$ cat src/design/pt_pkg.sv
// pt_pkg: widths, register indexes, reset values, control structs and the
// saturation helper shared by the perceptron trainer modules.
// No dependencies.
package pt_pkg;

  localparam int MAX_LANES = 8;
  localparam int X_W       = 16;
  localparam int W_W       = 32;
  localparam int PROD_W    = W_W + X_W;
  localparam int SCL_W     = X_W + 17;
  localparam int UPD_W     = W_W + 3;
  localparam int LS_W      = 16;
  localparam int AF_W      = 4;
  localparam int MC_W      = 16;
  localparam int CFG_IDX_W = 2;
  localparam int CFG_W     = 16;

  localparam logic [CFG_IDX_W-1:0] CFG_LEARN_STEP = 2'd0;
  localparam logic [CFG_IDX_W-1:0] CFG_ACTIVE     = 2'd1;

  localparam logic [LS_W-1:0] LS_RESET = 16'd655;
  localparam logic [AF_W-1:0] AF_RESET = 4'd8;

  typedef logic signed [X_W-1:0]    feat_t;
  typedef logic signed [W_W-1:0]    weight_t;
  typedef logic signed [PROD_W-1:0] prod_t;

  typedef struct packed {
    logic mul_en;
    logic upd_en;
    logic alpha_pos;
  } lane_ctl_t;

  typedef struct packed {
    logic add1_en;
    logic add2_en;
  } merge_ctl_t;

  // clamp a widened sum back into the signed 32-bit range
  function automatic weight_t sat_w(input logic signed [UPD_W-1:0] v);
    logic signed [UPD_W-1:0] hi;
    logic signed [UPD_W-1:0] lo;
    hi = UPD_W'(signed'({1'b0, {(W_W-1){1'b1}}}));
    lo = -hi - UPD_W'(1);
    if (v > hi) begin
      return weight_t'(hi);
    end else if (v < lo) begin
      return weight_t'(lo);
    end else begin
      return weight_t'(v);
    end
  endfunction

endpackage

$ cat src/design/pt_lane.sv
// pt_lane: one feature lane; holds its weight, forms w*x for the score and
// learn_step*x for the update, then applies the saturating update.
// Depends on pt_pkg.
module pt_lane #(
  parameter int LANE = 0
) (
  input  logic                        clk,
  input  logic                        rst_n,
  input  pt_pkg::lane_ctl_t           ctl,
  input  logic [pt_pkg::AF_W-1:0]     active_features,
  input  logic [pt_pkg::LS_W-1:0]     learn_step,
  input  pt_pkg::feat_t               x,
  output pt_pkg::prod_t               prod
);
  import pt_pkg::*;

  weight_t                  w_r;
  weight_t                  w_nxt;
  prod_t                    prod_r;
  logic signed [SCL_W-1:0]  scl_r;
  logic                     active;
  logic signed [UPD_W-1:0]  twice;
  logic signed [UPD_W-1:0]  delta;

  assign active = (AF_W'(LANE) < active_features);

  // alpha is +-2, so the update is +-(2*ls*x) floored by 2^12
  always_comb begin
    twice = {{(UPD_W-SCL_W-1){scl_r[SCL_W-1]}}, scl_r, 1'b0};
    if (!ctl.alpha_pos) begin
      twice = -twice;
    end
    delta = twice >>> 12;
    w_nxt = sat_w(UPD_W'(w_r) + delta);
  end

  always_ff @(posedge clk) begin
    if (!rst_n) begin
      w_r <= '0;
    end else if (ctl.upd_en && active) begin
      w_r <= w_nxt;
    end
  end

  always_ff @(posedge clk) begin
    if (ctl.mul_en) begin
      prod_r <= active ? (prod_t'(w_r) * prod_t'(x)) : '0;
      scl_r  <= SCL_W'($signed({1'b0, learn_step})) * SCL_W'(x);
    end
  end

  assign prod = prod_r;

endmodule

$ cat config.mk
export PLATFORM = sky130hd
export DESIGN_NAME = pt_lane
export DESIGN_NICKNAME = d
export VERILOG_FILES = /design/src/design/pt_pkg.sv /design/src/design/pt_lane.sv
export SDC_FILE = /design/constraint.sdc
export NUM_CORES = 2
export LEC_CHECK = 0
export BUFFER_PORTS_ARGS = -buffer_cell sky130_fd_sc_hd__clkbuf_2
export CORE_ASPECT_RATIO = 1.5
export CORE_MARGIN = 8
export CORE_UTILIZATION = 65
export CTS_CLUSTER_DIAMETER = 80
export DETAILED_ROUTE_END_ITERATION = 8
export GPL_TIMING_DRIVEN = 1
export HOLD_SLACK_MARGIN = 0.02
export PLACE_DENSITY_LB_ADDON = 0.3
export SLEW_MARGIN = 10
export SYNTH_ARGS = -nofsm -noshare
export SYNTH_HDL_FRONTEND = slang
export SYNTH_SLANG_ARGS = --single-unit
$ cat constraint.sdc
create_clock -name clk -period 9.45 [get_ports clk]
set_input_delay 2.835 -clock clk [delete_from_list [all_inputs] [get_ports clk]]
set_output_delay 2.835 -clock clk [all_outputs]
set_load 0.01 [all_outputs]
Word level (Yosys, flattened, before mapping):

Cells that the tools add are included.

* register bits after elaboration: 113
* bits in latches: 0
* memory bits (writable): 0
* bits in read-only memories: 0
* output and inout port bits: 48
* memories: 0

* $add $sub $neg: 2
* multiply operators: 2
* divide/modulo/power cells: 0
* magnitude comparators: 3
* equal/unequal tests: 0
* shift operators: 0
* muxes and demuxes: 3
* bitwise gates (word level): 0
* reduce and logical (&&, ||, !) cells: 1

Operators by type and width (count)
* two-way mux 32 bit: 2
* multiplier 32 x 16 -> 48 bit: 1
* two-way mux 35 bit: 1
* negator 34 -> 35 bit: 1
* adder 32 x 23 -> 33 bit: 1
* greater-than comparator 33 x 32 -> 1 bit (second input constant): 1
* less-than comparator 33 x 32 -> 1 bit (second input constant): 1
* multiplier 17 x 16 -> 33 bit: 1
* less-than comparator 1 x 4 -> 1 bit (first input constant): 1
* logical AND 1 bit: 1

Logic depth before layout (Yosys ltp):

* depth after elaboration: 6
* mapped depth: 26
* depth with buffers taken out: 25

Worst setup path before layout:

Ideal clock, no wire load.

* path kind: input port to flip-flop
* start point: input x[1]
* end point: register scl_r[30] (data pin)
* library setup time: 0.258 ns
* arrival: 8.682 ns
* data required time: 9.192 ns
* setup slack: 0.511 ns
* cell stages on the path: 23
* buffers on the path: 2
* cell sequence: clkbuf_1 > clkbuf_1 > nand2_1 > fa_1 > inv_1 > fa_1 > inv_1 > fa_1 > fa_1 > inv_1 > fa_1 > inv_1 > fa_1 > inv_1 > ha_1 > a2111o_1 > o22a_1 > a221o_1 > o31ai_2 > nand3_1 > a31o_2 > a21oi_1 > xnor2_1

* word-level cells in the longest chain between the ends: 1

RTL lines
* start: declaration: line pt_lane.sv:12 `input pt_pkg::feat_t x,`
* multiplier 17 x 16 -> 33 bit: line pt_lane.sv:48 `scl_r <= SCL_W'($signed({1'b0, learn_step})) * SCL_W'(x);`
* end signal: assignment: line pt_lane.sv:48
* end: declaration: line pt_lane.sv:20 `logic signed [SCL_W-1:0] scl_r;`

No other way between the ends.
A chain may end at the register's enable or synchronous reset.

Final worst setup path:

* start point: input x[5]
* end point: register scl_r[31] (data pin)

The elaborated chain is that of the path after synthesis.

==> flow_summary_export.csv <==
group,metric,value,unit
yosys,synth.most_common_cell,"inv_1",
yosys,syn_nets,4608,
route,drt-initial-drc-count,1438,
die,die_x,198.3,um
sta,finalSetupViolCount,0,
yosys,synth_top_area_frac,0.4208,
route,drtPass1Iterations,6,
clock_network,clock_path_buffers,2,
yosys,synth_common_cells,"inv_1, fa_1, nand2_1",
outcome,status,"finished clean",
sta,fmax,0.1106,GHz
route,drc,0,
worst_setup_path,slowest_delay,560,ps
sta,rsz0062_at_grt,"false",
yosys,yosysSeqAreaShare,0.09485,
worst_setup_path,r2r-start,"w_r[7]",
hold_path,min_from,"w_r[15]",
clock_network,cts_tree,"built",
clock_network,htreeDepth,4,
die,rows,100,
die,die-area,0.05739,sq mm
worst_setup_path,r2r_slack,2350,ps
clock_network,holdBufCountCts,0,
placement,port_buffers,88,
yosys,ys.flop_type,"edfxtp_1",
worst_setup_path,crit_fanout,22,
hold_path,min_to,"w_r[15]",
finish,final_layout_size_suffix_gt1_frac,0.06461,
sta,whs,709.6,ps
yosys,synthArstFlopShare,0,
global_routing,grt_pass1_wl,131000,um
worst_setup_path,rr_worst_depth,24,
yosys,synth_warnings,0,
yosys,netlist_instances,3618,
yosys,synth.avg_cell_area,8.955,sq um
global_routing,grt_overflow,0,
yosys,yosys-top-cells-area,"fa_1, ha_1, inv_1",
worst_setup_path,cp.arrival,9240,ps
sta,slew_viol_final,0,
die,ios,89,
yosys,synth-seq-cells,113,
clock_network,cts_resized,0,
placement,dpl.hpwl,65680,um
route,post_drt_via_cell_ratio,5.620,
finish,finalNetCount,4645,
route,ant_nets,0,
route,wirelength,78790,um
clock_network,clkTransAtPathRegs,60,ps
worst_setup_path,crit_path_end_kind,"flop",
hold_path,worstHoldPathType,"reg -> reg",
sta,max_slew_margin,0.3697,
finish,seqCellArea,0.003073,sq mm
sta,hold_viol,0,
hold_path,min_delay_path_depth,2,
yosys,synthDistinctLibCells,74,
clock_network,numCtsBuffers,17,
flow_run,cap_violations,0,
clock_network,worstSkewPairLatency,450,ps
finish,multi_input_area,0.02559,sq mm
global_routing,grt_max_degree,49,
sta,period_share,0.9564,
die,dieHeight,289.4,um
finish,area_delta_synth_final,6.140,%
yosys,syn_area,0.03240,sq mm
yosys,synth_edf_count,81,
global_routing,antenna_found_initial,2,
sta,tightest_slew,944.1,ps
route,vias,24360,
worst_setup_path,timing.rr.end,"prod[41]",
finish,nFillCells,3845,
worst_setup_path,critPathKind,"in -> reg",
clock_network,cts_sinks,113,
yosys,synth_top_area_cell,"fa_1",
route,post_drt_wl_per_cell,18.18,um
worst_setup_path,cp-start-kind,"primary input",
global_routing,grt_pass1_vias,26820,
global_routing,track_usage,0.2900,
sta,skew,14.54,ps
clock_network,root_buffer,"clkbuf_16",
worst_setup_path,cp_common_cell,"fa_1",
sta,layout_min_cycle_time,9038,ps
die,core,0.04942,sq mm
worst_setup_path,cp.required,9650,ps
worst_setup_path,crit_slowest_cell,"fa_1",
placement,gp_congestion,0.9285,
clock_network,post-cts-setup-buffers,0,
die,floorplan.initialDensity,0.6555,
critical path: cells and delay by family:
kind,cells,cell delay [ps]
AO/OA/AOI/OAI,7,1190
adder cells (fa/ha/maj),7,3290
buffers and inverters,7,1010
AND/OR/NAND/NOR,3,820
XOR/XNOR,1,80
per-stage QoR:
stage            util  instance area [sq um]  setup TNS (ps)  setup slack (ps)  instances
6_report       0.6958                  34390               0             412.1       4334
3_3_place_gp   0.6845                  33830               0             109.1       4299
4_1_cts        0.6956                  34380               0             434.1       4331
2_1_floorplan       -                  32400               0             510.6       3618
5_1_grt        0.6957                  34380               0             63.18       4332
3_5_place_dp   0.6845                  33830          -30.18            -30.18       4299
cell families after synthesis:
| logic type | synth area share |
|---|---|
| AO/OA/AOI/OAI | 0.07253 |
| XOR/XNOR | 0.03190 |
| adder cells (fa/ha/maj) | 0.5243 |
| buffers and inverters | 0.1154 |
| flip-flops | 0.09485 |
| multiplexers | 0.002047 |
| AND/OR/NAND/NOR | 0.1590 |
flip-flops by register name (all words and copies together), names as in the netlist:
name,count
prod,48
w_r,32
scl_r,33
worst max-delay path by stage:
stage               from         to  slack, ps  depth (start not counted)
detailed placement  x[5]  scl_r[31]        -30                         25
CTS                 x[5]  scl_r[31]        430                         25
global placement    x[5]  scl_r[31]        110                         25
finish              x[5]  scl_r[31]        410                         25
global route        x[5]  scl_r[31]         60                         25
floorplan           x[1]  scl_r[30]        510                         23
cell type report:
class                      instances  area share
antenna                            3   0.0002183
clock buffer                      23     0.01455
timing repair buffer             180     0.03588
clock inverter                     9    0.001492
multi-input combinational       2517      0.7442
tap                              663     0.02412
inverter                         826     0.09016
sequential                       113     0.08936
per-layer routing:
layer / up-vias / share of wire / track usage
met5: - / 0 / 0
met4: 0 / 0.041 / 0.1229
met3: 227 / 0.063 / 0.03766
met2: 917 / 0.52 / 0.5330
met1: 12260 / 0.37 / 0.3346
li1: 10960 / - / -
cells in the final DEF (no fill, tap or decap), types with 51 or more instances in the layout:
cell and n:
ha_1 268, a21oi_1 131, o21ai_0 81, and2_1 304
inv_1 825, a21o_1 51, nand2_1 472, nor2_1 151
xnor2_1 77, fa_1 681, clkbuf_2 87, buf_4 85
edfxtp_1 81
Power is left out: the tool's default activity adds up to more than one toggle a clock period on the data nets, which glitch-free logic cannot reach.
