$ cat src/design/pt_pkg.sv
// pt_pkg: widths, register indexes, reset values, control structs and the
// saturation helper shared by the perceptron trainer modules.
// No dependencies.
package pt_pkg;

  localparam int MAX_LANES = 8;
  localparam int X_W       = 16;
  localparam int W_W       = 32;
  localparam int PROD_W    = W_W + X_W;
  localparam int SCL_W     = X_W + 17;
  localparam int UPD_W     = W_W + 3;
  localparam int LS_W      = 16;
  localparam int AF_W      = 4;
  localparam int MC_W      = 16;
  localparam int CFG_IDX_W = 2;
  localparam int CFG_W     = 16;

  localparam logic [CFG_IDX_W-1:0] CFG_LEARN_STEP = 2'd0;
  localparam logic [CFG_IDX_W-1:0] CFG_ACTIVE     = 2'd1;

  localparam logic [LS_W-1:0] LS_RESET = 16'd655;
  localparam logic [AF_W-1:0] AF_RESET = 4'd8;

  typedef logic signed [X_W-1:0]    feat_t;
  typedef logic signed [W_W-1:0]    weight_t;
  typedef logic signed [PROD_W-1:0] prod_t;

  typedef struct packed {
    logic mul_en;
    logic upd_en;
    logic alpha_pos;
  } lane_ctl_t;

  typedef struct packed {
    logic add1_en;
    logic add2_en;
  } merge_ctl_t;

  // clamp a widened sum back into the signed 32-bit range
  function automatic weight_t sat_w(input logic signed [UPD_W-1:0] v);
    logic signed [UPD_W-1:0] hi;
    logic signed [UPD_W-1:0] lo;
    hi = UPD_W'(signed'({1'b0, {(W_W-1){1'b1}}}));
    lo = -hi - UPD_W'(1);
    if (v > hi) begin
      return weight_t'(hi);
    end else if (v < lo) begin
      return weight_t'(lo);
    end else begin
      return weight_t'(v);
    end
  endfunction

endpackage

$ cat src/design/pt_merge.sv
// pt_merge: two-level registered adder tree over the lane products and the
// scaled bias, ending in the strict sign test of the score.
// Depends on pt_pkg.
module pt_merge (
  input  logic             clk,
  input  pt_pkg::merge_ctl_t ctl,
  input  pt_pkg::prod_t    prods [pt_pkg::MAX_LANES],
  input  pt_pkg::weight_t  bias,
  output logic             pred_pos
);
  import pt_pkg::*;

  localparam int PAIRS = MAX_LANES / 2;
  localparam int SUM_W = PROD_W + 4;

  logic signed [PROD_W:0]   pair_r [PAIRS];
  logic signed [SUM_W-1:0]  bias_r;
  logic signed [SUM_W-1:0]  total;
  logic                     pred_r;

  always_comb begin
    total = bias_r;
    for (int p = 0; p < PAIRS; p++) begin
      total = total + SUM_W'(pair_r[p]);
    end
  end

  always_ff @(posedge clk) begin
    if (ctl.add1_en) begin
      for (int p = 0; p < PAIRS; p++) begin
        pair_r[p] <= (PROD_W+1)'(prods[2*p]) + (PROD_W+1)'(prods[2*p+1]);
      end
      bias_r <= SUM_W'(bias) <<< 12;
    end
    if (ctl.add2_en) begin
      pred_r <= (total > 0);
    end
  end

  assign pred_pos = pred_r;

endmodule

$ cat config.mk
export PLATFORM = sky130hd
export DESIGN_NAME = pt_merge
export DESIGN_NICKNAME = d
export VERILOG_FILES = /design/src/design/pt_pkg.sv /design/src/design/pt_merge.sv
export SDC_FILE = /design/constraint.sdc
export NUM_CORES = 1
export LEC_CHECK = 0
export BUFFER_PORTS_ARGS = -buffer_cell sky130_fd_sc_hd__buf_4
export CORE_ASPECT_RATIO = 1.1
export CORE_MARGIN = 2
export CORE_UTILIZATION = 53
export CTS_BUF_LIST = sky130_fd_sc_hd__clkbuf_16
export DETAILED_ROUTE_END_ITERATION = 8
export PLACE_DENSITY = 0.75
export SLEW_MARGIN = 20
export SYNTH_ARGS = -nofsm -noshare
export SYNTH_HDL_FRONTEND = slang
export SYNTH_SLANG_ARGS = --single-unit
$ cat constraint.sdc
create_clock -name clk -period 4.3 [get_ports clk]
set_input_delay 0.86 -clock clk [delete_from_list [all_inputs] [get_ports clk]]
set_output_delay 0.86 -clock clk [all_outputs]
set_load 0.05 [all_outputs]
# Word level (Yosys, flattened, before mapping)
# Memories as Yosys holds them, arrays and structs flattened.
# Cells that the tools add are included.
[op_classes] n_addsub=8 magnitude_cmp=1 n_mux=2
[op_table] cell="$add A48 B48 Y49" count=4
[op_table] cell="$add A51 B49 Y52" count=1
[op_table] cell="$add A52 B49 Y52" count=1
[op_table] cell="$gt A52 B1 Y1 const B" count=1
[op_table] cell="$add A50 B49 Y51" count=1
[op_table] cell="$add A44 B49 Y50" count=1
[op_table] cell="$mux W1" count=2
[totals] register_bits=33 ram_bits=196 out_inout_bits=1 elab_cells=14 memories=1
[mem_list] memory="pair_r" words=4 width=49 read_ports=4 rd_clocked_by_memory_dff=0 write_ports=4 line_no="pt_merge.sv:16" text="logic signed [PROD_W:0] pair_r [PAIRS];"

# Longest topological paths before layout
# Gate-level depths: netlist of run 1.
# An unclocked memory read counts as a cell.
[logic_depth] word_depth=6 ltp_mapped=19 mapped_depth_nobuf=18

# Worst setup path after synthesis of run 1
# OpenSTA, ideal clock, no wires.
[synth_timing] kind="register to register" start="register bias_r[16]" end="register pred_r, in the netlist pred_pos, data pin" setup_ps=265 arrival_ps=4488 t_required_ps=4035 slack_ps=-453 stages_incl_launch_ff=20 n_path_buf=1 period_less_slack_ps=4753 cell_sequence="edfxtp_1 inv_1 fa_1 inv_1 fa_1 inv_1 fa_1 inv_1 ha_1 clkbuf_1 nand4_1 a2111o_1 a31o_1 a2111oi_4 nor3_2 xnor2_1 a2111oi_0 nand4_1 nor4_1 a31oi_1"
[synth_via] elab_chain_len=5
[synth_rtl] item="start: declaration" line_no="pt_merge.sv:17" text="logic signed [SUM_W-1:0] bias_r;"
[synth_rtl] item="start signal: assignment" line_no="pt_merge.sv:33" text="bias_r <= SUM_W'(bias) <<< 12;"
[synth_rtl] item="$add A44 B49 Y50" line_no="pt_merge.sv:24" text="total = total + SUM_W'(pair_r[p]);"
[synth_rtl] item="$add A50 B49 Y51" line_no="pt_merge.sv:24"
[synth_rtl] item="$add A51 B49 Y52" line_no="pt_merge.sv:24"
[synth_rtl] item="$add A52 B49 Y52" line_no="pt_merge.sv:24"
[synth_rtl] item="$gt A52 B1 Y1" line_no="pt_merge.sv:36" text="pred_r <= (total > 0);"
[synth_rtl] item="end signal: assignment" line_no="pt_merge.sv:36"
[synth_rtl] item="end: declaration" line_no="pt_merge.sv:19" text="logic pred_r;"
# Every way passes these cells.
# A chain may end at the register's enable or synchronous reset.

==> results of run 1 <==
-- area by class of cell --
class / count / area, sq um / area share (%)
clock buffers: 27 / 676 / 2.15
inverters: 387 / 1450 / 4.63
flip-flops and latches: 229 / 6880 / 21.9
repair buffers: 695 / 5250 / 16.7
multi-input cells: 1991 / 16200 / 51.7
clock inverters: 16 / 155 / 0.494
well taps: 588 / 736 / 2.34
diodes: 1 / 2.50 / 0.00797
-- cell usage in the layout, fill, tap and decap left out, types with 129 or more instances in the layout --
cell	synthesis	final
a21o_1	147	146
a21oi_1	229	226
buf_4	2	692
edfxtp_1	229	229
fa_1	142	142
ha_1	253	250
inv_1	387	387
nand2_1	142	142
nor2_1	132	131
o21ai_0	132	129
-- report_power, final --
group	internal, mW	switching (mW)
clock	1.30	0.911
sequential	2.93	0.170
combinational	9.29	10.2
total	13.5	11.3
-- critical path, stage by stage, from the launching register on --
cell and delay (ns):
edfxtp_1 0.33, inv_2 0.04, fa_1 0.54, inv_2 0.04
fa_1 0.47, ha_1 0.30, ha_2 0.18, inv_2 0.04
fa_1 0.38, nor2b_1 0.22, o31ai_1 0.13, a2111oi_1 0.53
nor4_2 0.14, or3_1 0.39, a21oi_1 0.21, nor4b_2 0.23
nand4_1 0.18, nor4_2 0.31, a31oi_1 0.12
-- worst paths after layout --
path,end,slack (ns),depth (start not counted)
max,pred_pos,-0.74,18
min,bias_r[25],0.49,1
max reg2reg,pred_pos,-0.74,18
min reg2reg,pred_pos,1.20,4
-- cells by family after synthesis --
group / after synthesis
and+or+nand+nor: 604
muxes: 13
xor gates and xnor gates: 182
DFF: 229
buffers and inverters: 437
adders and majority gates: 395
AOI/OAI and AO/OA: 797
-- sequential cells by signal, summed over array words and instances, names as in the netlist --
register  cells
pair_r      196
bias_r       32
pred_pos      1
-- routing by layer --
metal | wire length, um | part of all wire (%) | global-route usage, %
met4 | 3800 | 4.9 | 14.1
met1 | 31400 | 40 | 41.2
met3 | 5760 | 7.4 | 3.93
met5 | 0 | 0 | 0
met2 | 37000 | 47 | 54.8
-- per-stage QoR --
| stage | TNS [ns] | cells | utilization [%] |
|---|---|---|---|
| floorplan | -0.341 | 2657 | - |
| global placement | -2.19 | 3889 | 66.5 |
| detailed placement | -3.10 | 3889 | 66.5 |
| CTS | -0.710 | 3932 | 68.4 |
| global route | -0.962 | 3933 | 68.6 |
| finish | -0.736 | 3934 | 68.6 |
-- timing repair --
| item | CTS | global route |
|---|---|---|
| setup buffers | 0 | 1 |
| resized for setup | 6 | 27 |
| hold buffers | 0 | 0 |
| endpoints found under the setup margin | 1 | 5 |
| pin swaps | 1 | 10 |
==> metrics, run 1 <==
Die Ht 230 um; first-pass GRT wire length 123,000 um; cts bufs inserted 26; fill cell count about 3,700; worst hold path type input port to flop; CTS Buffer Depth 3; CP endpoint kind flop; layout cell share with drive strength beyond 1 24.4%; nets@finish 4,144; drt total wl 78,000 um; Top FF cell, synth edfxtp_1; CTS clock-pin slew for the worst setup and hold paths around 0.060 ns; Final WS setup -0.736 ns; Compound-Gate Fraction of Synth Area 21.6%; VDD IR max 575 uV; design area 0.0314 sq mm; clk_skew 0.0184 ns; router iterations before antenna repair 6; Synth Area in Adders 24.4%; standard-cell rows 82; Least-Margin Pin Slew 0.908 ns; final hold vios 0; Synth Area in Simple Gates 12.4%; sequential share of the synthesized area 27.9%; WP data arrival 5.31 ns; RSZ-0062 raised after global routing true; mapped cell area 0.0247 sq mm; Starting Density 53.9%; mux cell area share after synthesis 0.548%; Startpoint Class flop; WS Path Type flop to flop; 1st-iter DRT viols about 1,900; Synth top area share 27.9%; core area 0.0458 sq mm; via count 22,964; Post-synth top cells inv_1 (387), ha_1 (253), a21oi_1 (229), edfxtp_1 (229), a21o_1 (147); Area contributors post-synth edfxtp_1 (28%), ha_1 (13%), fa_1 (12%), inv_1 (5.9%), a21oi_1 (4.6%); period utilization 117%; DP Wirelength 66,300 um; Routed WL per cell between 15 and 20 um; minimum clock period 5.04 ns; Required @ worst endpoint roughly 4.6 ns; Max Cap Violations 0; htree depth 1; CP startpoint pair_r[0][2]; outcome finished, violations left; gr usage total 32.2%; Port Buffer Count 419; Root Driver clkbuf_16; Setup violations, final 1; largest net degree at the start of global routing 114; Syn Area/Cell approximately 9.3 sq um; Area after DPL 0.0304 sq mm; CTS sink count about 230; FF+latch count, synth approximately 230; synthesis-to-layout area growth 27.2%; vias in the first global route 23,553; Vias/cell approximately 5.8; ANT nets after route 0; die area between 0.04 and 0.05 sq mm; cell taking the most area after synthesis edfxtp_1; Post-Place Setup Slack -0.880 ns; GP Congestion 1.02; static leakage around 15 nW; total gr overflow 0; unique cell type count in the Yosys netlist 100; fmax between 0.15 and 0.2 GHz; worst hold start bias[13]; violated checks negative setup slack; Min Hold Slack 0.486 ns; total number of yosys warnings 0; DRC 0; Pwr Density roughly 790 mW/mm^2; clk_lat worst skew 0.55 ns; top-count cell post-synth inv_1; largest family of logic cells by synthesized area adder cells; Max-slew headroom 39.5%; async set-reset flop share out of synthesis 0%; IO Pins 420; die width 210 um; Cells after Synth 2,657; Syn Nets 3,471; CTS tree yes; post-synthesis xor/xnor area fraction roughly 6.5%; Post-synth EDFFs 229; RR Startpoint pair_r[0][2]; crit path max fanout 3; antenna violations before repair 2; Final Power 24.8 mW; max-slew violation count 0
No activity file was read; power rests on OpenSTA's default activity.
==> inputs of run 2 (changes only) <==
- ABC_AREA: unset -> 1
- CORE_UTILIZATION: 53 -> 54
==> run 2 against run 1 <==
Compared with the run above: clock skew decreased by 0.0012 ns; critical path depth grew 1; via count increased by 19%; count of clock-buffer cells in the layout unchanged; the flow finishes with violations (design-rule violations); non-clock buffer count fell by 250; clock power increased by 14%; sequential power is 2% higher; synthesized cell count grew 39%; die area increased by 8.5%; flip-flop and latch count unchanged.
==> metrics, run 2 <==
outcome finished, violations left (unchanged); violated checks design-rule violations (was negative setup slack); htree depth 1 (unchanged); Port Buffer Count 419 (unchanged); VDD IR max 568 uV (was 575 uV); FF+latch count, synth 229 (unchanged); Routed WL per cell 21.4 um (was 19.8 um); hold buffers post-CTS 0 (unchanged); CTS sink count 229 (unchanged); Multi-input gate area 0.0179 sq mm (was 0.0162 sq mm); CTS Buffer Depth 3 (unchanged); period utilization 97.0% (was 117%); gr usage total 38.6% (was 32.2%); cell taking the most area after synthesis edfxtp_1 (unchanged); fmax 0.240 GHz (was 0.199 GHz); Starting Density 54.6% (was 53.9%); drt total wl 104,000 um (was 78,000 um); unique cell type count in the Yosys netlist 41 (was 100); synthesis-to-layout area growth 21.1% (was 27.2%); CP max-delay cell fa_1 (unchanged); largest net degree at the start of global routing 98 (was 114); DRC 1 (was 0); via count 27,218 (was 22,964); CP most frequent cell inv_1; standard-cell rows 86 (was 82); die area 0.0524 sq mm (was 0.0483 sq mm); top-count cell post-synth inv_1 (unchanged); Root Driver clkbuf_16 (unchanged); final core utilization 66.1% (was 68.6%); Vias/cell 5.62 (was 5.84); vias in the first global route 27,014 (was 23,553); crit-path max cell delay 0.61 ns (was 0.54 ns); CTS tree yes (unchanged); clk_lat worst skew 0.56 ns (was 0.55 ns); WP data arrival 4.49 ns (was 5.31 ns); layout cell share with drive strength beyond 1 16.4% (was 24.4%); async set-reset flop share out of synthesis 0% (unchanged); CP delay by family, top adder cells (unchanged); Syn Nets 4,511 (was 3,471); Cells after Synth 3,697 (was 2,657); first-pass GRT wire length 151,000 um (was 123,000 um); max-slew violation count 0 (unchanged); Top FF cell, synth edfxtp_1 (unchanged); antenna violations before repair 4 (was 2); Reg area 0.00688 sq mm (unchanged); WS Path Type flop to flop (unchanged); Reg with most FFs pair_r (unchanged); GP Congestion 1.07 (was 1.02); total gr overflow 0 (unchanged); Startpoint Class flop (unchanged); Least-Margin Pin Slew 0.876 ns (was 0.908 ns); Post-Place Setup Slack -0.0170 ns (was -0.880 ns); clk_skew 0.0172 ns (was 0.0184 ns); core area 0.0500 sq mm (was 0.0458 sq mm); Max-slew headroom 41.0% (was 39.5%); ANT nets after route 0 (unchanged); Syn Area/Cell 7.39 sq um (was 9.29 sq um); DP Wirelength 87,900 um (was 66,300 um); total number of yosys warnings 0 (unchanged); fill cell count 4,469 (was 3,678); minimum clock period 4.17 ns (was 5.04 ns); Max Cap Violations 0 (unchanged); cts bufs inserted 26 (unchanged); CP Cell Sequence inv_1 > fa_1 > inv_1 > fa_1 > fa_1 > ha_1 > nand2_1 > inv_1 > nand2_1 > nor2_4 > nand2_1 > inv_1 > nand3_1 > nand4_1 > nand3_1 > nor2_1 > nand3_1 > nor2_1 > a21oi_1 (was inv_2 > fa_1 > inv_2 > fa_1 > ha_1 > ha_2 > inv_2 > fa_1 > nor2b_1 > o31ai_1 > a2111oi_1 > nor4_2 > or3_1 > a21oi_1 > nor4b_2 > nand4_1 > nor4_2 > a31oi_1); mapped cell area 0.0273 sq mm (was 0.0247 sq mm); 1st-iter DRT viols 2,410 (was 1,868); static leakage 16.4 nW (was 15.1 nW); Synth top area share 25.2% (was 27.9%); Area contributors post-synth edfxtp_1 (25%), ha_1 (12%), inv_1 (12%), fa_1 (10%), nand2_1 (9.7%) (was edfxtp_1 (28%), ha_1 (13%), fa_1 (12%), inv_1 (5.9%), a21oi_1 (4.6%)); CP endpoint kind flop (unchanged); router iterations before antenna repair 7 (was 6); Fin Setup TNS 0 ns (was -0.736 ns); Required @ worst endpoint 4.62 ns (was 4.58 ns); max FFs per register 196 (unchanged); final hold vios 0 (unchanged); IO Pins 420 (unchanged); RSZ-0062 raised after global routing true (unchanged); crit path buf inv count 4 (was 3); Setup violations, final 0 (was 1); CTS clock-pin slew for the worst setup and hold paths 0.07 ns (was 0.06 ns); crit path max fanout 5 (was 3); Pwr Density 739 mW/mm^2 (was 791 mW/mm^2); Die Ht 240 um (was 230 um); nets@finish 4,980 (was 4,144); Final WS setup 0.131 ns (was -0.736 ns); Post-synth EDFFs 229 (unchanged); die width 218 um (was 210 um); worst hold path type input port to flop (unchanged); commonest cells after routing, fill and taps aside inv_1 (836), nand2_1 (676), buf_4 (442) (was buf_4 (692), inv_1 (387), ha_1 (250)); most common cell after layout, fill and taps aside inv_1 (was buf_4); sequential share of the synthesized area 25.2% (was 27.9%); Post-synth top cells inv_1 (842), nand2_1 (705), nor2_1 (379) (was inv_1 (387), ha_1 (253), a21oi_1 (229), edfxtp_1 (229), a21o_1 (147))
[run 2: timing repair]
| action | CTS | global route |
|---|---|---|
| endpoints found under the setup margin | 1 | 1 |
| pin swaps | 0 | 32 |
| setup buffers | 1 | 2 |
| gates resized for setup | 1 | 144 |
| endpoints found under the hold margin | 0 | 0 |
[run 2: through the flow]
| stage | hold slack (ns) | total power [mW] | instance area [sq um] | cells |
|---|---|---|---|---|
| 5_1_grt | 0.456 | 26.6 | 33100 | 4844 |
| 6_report | 0.466 | 24.5 | 33100 | 4845 |
| 3_3_place_gp | 1.04 | 19.3 | 31500 | 4795 |
| 2_1_floorplan | 0.959 | 14.6 | 27300 | 3697 |
| 4_1_cts | 0.445 | 22.0 | 32500 | 4842 |
| 3_5_place_dp | 1.04 | 19.4 | 31500 | 4795 |
[run 2: layout make-up]
class | count | area share, %
multi-input combinational | 2618 | 54.0
sequential | 229 | 20.8
timing repair buffer | 445 | 10.2
inverter | 846 | 9.60
tap | 660 | 2.50
clock buffer | 27 | 2.04
clock inverter | 19 | 0.851
antenna | 1 | 0.00756
[run 2: worst reg2reg max path: stages, from the launching register on]
cell      delay [ns]
edfxtp_1        0.33
inv_1           0.07
fa_1            0.61
inv_1           0.09
fa_1            0.54
fa_1            0.43
ha_1            0.40
nand2_1         0.10
inv_1           0.08
nand2_1         0.18
nor2_4          0.17
nand2_1         0.08
inv_1           0.10
nand3_1         0.14
nand4_1         0.10
nand3_1         0.08
nor2_1          0.12
nand3_1         0.11
nor2_1          0.15
a21oi_1         0.08
[run 2: path summary, 6_finish.rpt]
| path | start | to | slack (ns) | depth (start not counted) |
|---|---|---|---|---|
| setup / recovery | bias_r[39] | pred_pos | 0.13 | 19 |
| hold / removal | bias[27] | bias_r[39] | 0.47 | 1 |
| setup reg to reg | bias_r[39] | pred_pos | 0.13 | 19 |
| hold reg to reg | pair_r[1][48] | pred_pos | 1.20 | 4 |
[run 2: per-layer routing]
layer  vias to the layer above  routed length, um  track usage [%]
met4                         6               6060             19.2
met3                       285               7470             5.16
met5                         -                 34                0
met2                      1281              49300             66.7
met1                     12773              40600             47.3
li1                      12873                  -                -
[run 2: kinds of logic after synthesis]
family | count (synthesis) | synth area share [%]
flip-flops | 229 | 25.2
AND/OR/NAND/NOR | 1340 | 20.2
AO/OA/AOI/OAI | 693 | 14.9
XOR/XNOR | 190 | 6.09
buffers and inverters | 850 | 11.7
adder cells (fa/ha/maj) | 395 | 22.0
[run 2: report_power, final]
part           internal [mW]  total (mW)  switching, mW
sequential              2.95        3.16          0.206
combinational           6.88        18.8           11.9
clock                   1.55        2.52          0.961
total                   11.4        24.5           13.1
